--- src/rtl/pit_pkg.sv ---
// shared widths and types of the point in triangle test pipeline
package pit_pkg;

	localparam int COORD_WIDTH = 16;
	// coordinate differences
	localparam int DIFF_W = COORD_WIDTH + 1;
	// one product of two differences
	localparam int PROD_W = 2 * DIFF_W;
	// sum of three products
	localparam int DOT_W = PROD_W + 2;
	// split of a dot product for the wide multiply
	localparam int HALF_W = DOT_W / 2;
	localparam int HIGH_W = DOT_W - HALF_W;
	// product of two dot products
	localparam int WIDE_W = 2 * DOT_W;
	// u, v and the area term
	localparam int UVT_W = WIDE_W + 1;
	// w = u + v - t
	localparam int WSUM_W = WIDE_W + 3;
	localparam int STAGES = 7;

	typedef struct packed {
		logic signed [COORD_WIDTH-1:0] x;
		logic signed [COORD_WIDTH-1:0] y;
		logic signed [COORD_WIDTH-1:0] z;
	} pit_coord_t;

	// load enables, one per pipeline stage
	typedef struct packed {
		logic s1;
		logic s2;
		logic s3;
		logic s4;
		logic s5;
		logic s6;
		logic s7;
	} pit_en_t;

endpackage

--- src/rtl/pit_wide_mul.sv ---
// signed product of two dot products from four half-width partials, stages four and five
module pit_wide_mul (
	input  logic                               clk,
	input  pit_pkg::pit_en_t                   en,
	input  logic signed [pit_pkg::DOT_W-1:0]   x,
	input  logic signed [pit_pkg::DOT_W-1:0]   y,
	output logic signed [pit_pkg::WIDE_W-1:0]  prod
);

	logic signed [pit_pkg::HIGH_W-1:0] xh, yh;
	logic signed [pit_pkg::HALF_W:0]   xl, yl;

	logic signed [2*pit_pkg::HIGH_W-1:0]          hh_s4;
	logic signed [pit_pkg::HIGH_W+pit_pkg::HALF_W:0] hl_s4, lh_s4;
	logic [2*pit_pkg::HALF_W-1:0]                 ll_s4;

	logic signed [pit_pkg::WIDE_W-1:0] hh_ext, hl_ext, lh_ext, ll_ext;
	logic signed [pit_pkg::WIDE_W-1:0] prod_s5;

	// low halves are unsigned, carried with a zero sign bit
	assign xh = x[pit_pkg::DOT_W-1:pit_pkg::HALF_W];
	assign yh = y[pit_pkg::DOT_W-1:pit_pkg::HALF_W];
	assign xl = $signed({1'b0, x[pit_pkg::HALF_W-1:0]});
	assign yl = $signed({1'b0, y[pit_pkg::HALF_W-1:0]});

	assign hh_ext = pit_pkg::WIDE_W'(hh_s4);
	assign hl_ext = pit_pkg::WIDE_W'(hl_s4);
	assign lh_ext = pit_pkg::WIDE_W'(lh_s4);
	assign ll_ext = $signed(pit_pkg::WIDE_W'(ll_s4));

	always_ff @(posedge clk) begin
		if (en.s4) begin
			hh_s4 <= xh * yh;
			hl_s4 <= xh * yl;
			lh_s4 <= xl * yh;
			ll_s4 <= x[pit_pkg::HALF_W-1:0] * y[pit_pkg::HALF_W-1:0];
		end
		if (en.s5) begin
			prod_s5 <= (hh_ext <<< (2 * pit_pkg::HALF_W)) + (hl_ext <<< pit_pkg::HALF_W)
				+ (lh_ext <<< pit_pkg::HALF_W) + ll_ext;
		end
	end

	assign prod = prod_s5;

endmodule

--- config.mk ---
export PLATFORM = sky130hd
export DESIGN_NAME = pit_wide_mul
export DESIGN_NICKNAME = d
export VERILOG_FILES = /design/src/rtl/pit_pkg.sv /design/src/rtl/pit_wide_mul.sv
export SDC_FILE = /design/constraint.sdc
export NUM_CORES = 2
export LEC_CHECK = 0
export ABC_AREA = 1
export BUFFER_PORTS_ARGS = -buffer_cell sky130_fd_sc_hd__buf_2
export CAP_MARGIN = 20
export CORE_MARGIN = 2
export CORE_UTILIZATION = 60
export CTS_CLUSTER_DIAMETER = 200
export CTS_CLUSTER_SIZE = 10
export DETAILED_ROUTE_END_ITERATION = 7
export PLACE_DENSITY = 0.87
export SLEW_MARGIN = 25
export SYNTH_ARGS = -nofsm -noshare
export SYNTH_HDL_FRONTEND = slang
export SYNTH_SLANG_ARGS = --single-unit
--- constraint.sdc ---
create_clock -name clk -period 20.3 [get_ports clk]
set_input_delay 4.06 -clock clk [delete_from_list [all_inputs] [get_ports clk]]
set_output_delay 4.06 -clock clk [all_outputs]
set_load 0.02 [all_outputs]
# Yosys cells after proc, flatten, opt, wreduce, memory -nomap -nowiden
# Index checks and enable logic that the tools add are counted.
[classes]
addsub = 3
mul = 4
[ops]
columns = ["operator", "n"]
rows = [
  ["adder 72 x 55 -> 72 bit", 2],
  ["adder 72 x 37 -> 72 bit", 1],
  ["multiplier 18 x 18 -> 36 bit", 2],
  ["multiplier 18 x 19 -> 37 bit", 1],
  ["multiplier 19 x 18 -> 37 bit", 1],
]
[totals]
input_bits = 80
output_inout_bits = 72
register_bits = 218

# Longest topological paths before layout
[depth]
ltp_word = 3
depth_mapped = 28

# Worst setup path before layout
# Ideal clock, no wire load.
[synth_timing]
kind = "input -> register"
from = "input port x[35] in the netlist's numbering"
to = "register hh_s4[34] in the netlist's numbering, data pin"
path_slack_ns = 10.837
stages = 23
arrival_ns = 9.210
t_required_ns = 20.048
path_cell_list = "clkbuf_1 buf_1 nand2_1 fa_1 inv_1 fa_1 inv_1 fa_1 fa_1 fa_1 fa_1 inv_1 ha_1 nand2_1 inv_1 nand3_1 inv_1 nand2_1 nand3_1 a21oi_1 nand2_1 nand2_1 nand2_1"
[synth_via]
elab_chain_cells = 1
[synth_rtl]
columns = ["item", "line_no", "text"]
rows = [
  ["start: declaration", "pit_wide_mul.sv:5", "input logic signed [pit_pkg::DOT_W-1:0] x,"],
  ["multiplier 18 x 18 -> 36 bit", "pit_wide_mul.sv:33", "hh_s4 <= xh * yh;"],
  ["end signal: assignment", "pit_wide_mul.sv:33", ""],
  ["end: declaration", "pit_wide_mul.sv:13", "logic signed [2*pit_pkg::HIGH_W-1:0] hh_s4;"],
]
# No other way between the ends.
# A chain may end at the register's enable or synchronous reset.

# Worst setup path after layout
[layout_timing]
from = "input port y[21] in the netlist's numbering"
to = "register hh_s4[32] in the netlist's numbering, data pin"
[layout_via]
elab_chain_cells = 1
[layout_rtl]
columns = ["item", "line_no", "text"]
rows = [
  ["start: declaration", "pit_wide_mul.sv:6", "input logic signed [pit_pkg::DOT_W-1:0] y,"],
  ["multiplier 18 x 18 -> 36 bit", "pit_wide_mul.sv:33", ""],
]
# No other way between the ends.

==> results.py <==
metrics = {
    "worst_setup_path": {
        "worstSetupStartpointType": "input pin",
        "rr_startpoint": "lh_s4[36]$_DFFE_PP_",
        "crit_fanout": 36,
        "reg2regPathDepth": 11,
        "cp.required_ns": 20.64,
        "timing.rr.end": "prod[57]$_DFFE_PP_",
        "end_kind": "register",
        "cp_data_arrival_time_ns": 10.38,
        "critPathKind": "in2reg",
        "rrSetupSlack_ns": 16.97,
    },
    "die": {
        "design.core.area_um2": 99710,
        "rows": 116,
        "start_util_pct": 60.25,
        "fp.dieW_um": 320.4,
        "die_area_um2": 102700,
        "fp.dieH_um": 320.4,
        "io_pins": 152,
    },
    "clock_tree": {
        "clock_latency_ns": 0.61,
        "clock_path_buffers": 3,
        "clock-root-buffer": "clkbuf_16",
        "cts.sinks": 218,
        "cts_tree": "yes",
        "clk_pin_slew_ns": 0.06,
        "cts_buffers": 25,
        "cts-htree-levels": 1,
        "cts_resized": 0,
        "cts_hold_buf": 0,
        "cts_setup_buffers": 0,
    },
    "timing": {
        "hold_slack_ns": 0.4179,
        "skew_ns": 0.05734,
        "fin_setup_tns_ns": 0,
        "max_freq_ghz": 0.09960,
        "period_share_pct": 49.46,
        "slew_headroom_pct": 22.15,
        "setup_violations": 0,
        "period_needed_ns": 10.04,
        "slew_violations": 0,
        "final_hold_viol_count": 0,
        "worstMarginPinSlew_ns": 1.168,
        "rsz0062_at_grt": "no",
    },
    "placement": {
        "port_buffers": 146,
        "placed_area_um2": 61600,
        "dpl.hpwl_um": 129400,
        "place_congestion": 1.000,
        "placed_cells": 8947,
    },
    "synthesis": {
        "yosysWarningCount": 0,
        "synth_nets": 9509,
        "ys.flop_type": "edfxtp_1",
        "synth_edf_count": 218,
        "yosysSeqAreaShare_pct": 10.90,
        "synthCells": 7757,
        "async_reset_ff_share_pct": 0,
        "avgSynthCellArea_um2": 7.744,
        "ys_types": 40,
        "synth_top_area_share_pct": 38.36,
        "synthTopCellsByArea": "fa_1 (38%), inv_1 (15%), nand2_1 (13%), edfxtp_1 (11%), ha_1 (11%)",
        "ys_ff_latch": 218,
        "syn_area_um2": 60070,
        "synth_area_leader_cell": "fa_1",
    },
    "global_routing": {
        "grt_usage_pct": 33.10,
        "overflow": 0,
        "antenna_found_initial": 15,
        "grt_pass1_vias": 52749,
        "grt_pass1_wl_um": 267000,
        "grt_max_degree": 86,
    },
    "run": {
        "cap_violations": 0,
    },
    "worst_hold_path": {
        "hold_class": "reg2reg",
        "hold_end": "prod[4]$_DFFE_PP_",
        "holdPathStages": 0,
        "min-delay-start": "ll_s4[4]$_DFFE_PP_",
    },
    "routing": {
        "vias": 48785,
        "met1_length_um": 61380,
        "wl_met2_um": 74490,
        "wire_per_inst_um": 18.33,
        "wl_met3_um": 19690,
        "drt_pass1_iterations": 8,
        "first_iter_violations": 4500,
        "drtAntennaViolNets": 0,
        "highest_layer": "met5",
        "vias_per_cell": 5.434,
        "routed_wl_um": 164600,
        "drc_errors": 0,
    },
    "cells_and_area": {
        "drive_gt1_share_pct": 4.103,
        "finalNonFillerCells": 8977,
        "area_growth_pct": 3.676,
        "fin_nets": 9429,
        "design_area_um2": 62280,
    },
    "run_status": {
        "outcome": "complete, no violations",
    },
}
[synthesized netlist by cell type, types with 43 or more instances]
master	number
fa_1	1151
inv_1	2352
clkbuf_1	283
a21oi_1	145
edfxtp_1	218
nand4_1	43
ha_1	521
xor2_1	93
nand3_1	174
o21ai_0	79
nand2_1	2143
nor2_1	294
[worst max-delay path, cell delays in order]
cell	delay, ns
buf_2	0.77
nand2_1	0.33
fa_1	0.62
inv_1	0.15
fa_1	0.89
inv_1	0.17
fa_1	0.52
fa_1	0.59
fa_1	0.45
fa_1	0.49
inv_1	0.04
ha_1	0.37
nand2_1	0.13
nor2_1	0.18
nand2_1	0.11
nor4_1	0.19
nand2_1	0.14
nand3_1	0.11
nand2_1	0.06
[cells in the final DEF, fill, tap and decap left out, types with 11 or more instances in the layout]
| cell type | n |
|---|---|
| nand3_1 | 174 |
| ha_1 | 521 |
| nor2_1 | 294 |
| fa_1 | 1151 |
| buf_4 | 34 |
| a21o_1 | 19 |
| o21bai_1 | 25 |
| nand4_1 | 43 |
| nand2_2 | 23 |
| nor2_2 | 26 |
| or2_2 | 20 |
| a21boi_0 | 11 |
| nor3_1 | 25 |
| a21oi_1 | 145 |
| buf_2 | 142 |
| nand3_2 | 12 |
| xnor2_1 | 26 |
| o21ai_0 | 79 |
| inv_1 | 2352 |
| xor2_1 | 93 |
| edfxtp_1 | 218 |
| clkbuf_16 | 25 |
| nand2_1 | 2143 |
[metal layers]
layer | GRT usage, % | vias up
met1 | 42.01 | 23418
met5 | 0.6619 | -
li1 | - | 21930
met3 | 7.685 | 629
met4 | 16.03 | 22
met2 | 53.63 | 2786
[flip-flops by register name, summed over array words and instances, names as in the netlist]
| register | cells |
|---|---|
| hh_s4 | 36 |
| prod | 72 |
| ll_s4 | 36 |
| lh_s4 | 37 |
| hl_s4 | 37 |
[logic make-up after synthesis]
group	after synthesis	synth area share, %
AND/OR/NAND/NOR	2804	18.86
buffers and inverters	2650	16.56
adder cells (fa/ha/maj)	1672	49.21
AO/OA/AOI/OAI	294	2.735
flip-flops	218	10.90
XOR/XNOR	119	1.735
[stage by stage]
stage	util (%)	setup slack, ns
6_report	62.46	10.26
2_1_floorplan	-	10.84
5_1_grt	62.46	10.10
3_3_place_gp	61.78	9.951
3_5_place_dp	61.78	9.856
4_1_cts	62.43	10.45
[worst max path at each step]
stage          start             endpoint  slack [ns]  cells after the start
2_1_floorplan  x[35]  hh_s4[34]$_DFFE_PP_       10.84                     23
3_3_place_gp   y[35]  hh_s4[34]$_DFFE_PP_        9.95                     21
3_5_place_dp   y[21]  hh_s4[31]$_DFFE_PP_        9.86                     19
4_1_cts        y[21]  hh_s4[31]$_DFFE_PP_       10.45                     19
5_1_grt        y[21]  hh_s4[31]$_DFFE_PP_       10.10                     19
6_report       y[21]  hh_s4[32]$_DFFE_PP_       10.26                     19
[cell type report]
type | instances | area [um2]
multi-input combinational | 4889 | 43580
fill | 8154 | 37430
inverter | 2364 | 8874
sequential | 218 | 6546
tap | 1298 | 1624
timing repair buffer | 179 | 1003
clock buffer | 25 | 625.6
clock inverter | 2 | 23.77
antenna | 2 | 5.005
Power is not shown: default switching activity piles up to over one toggle a cycle in this logic, so the estimate is an artifact.
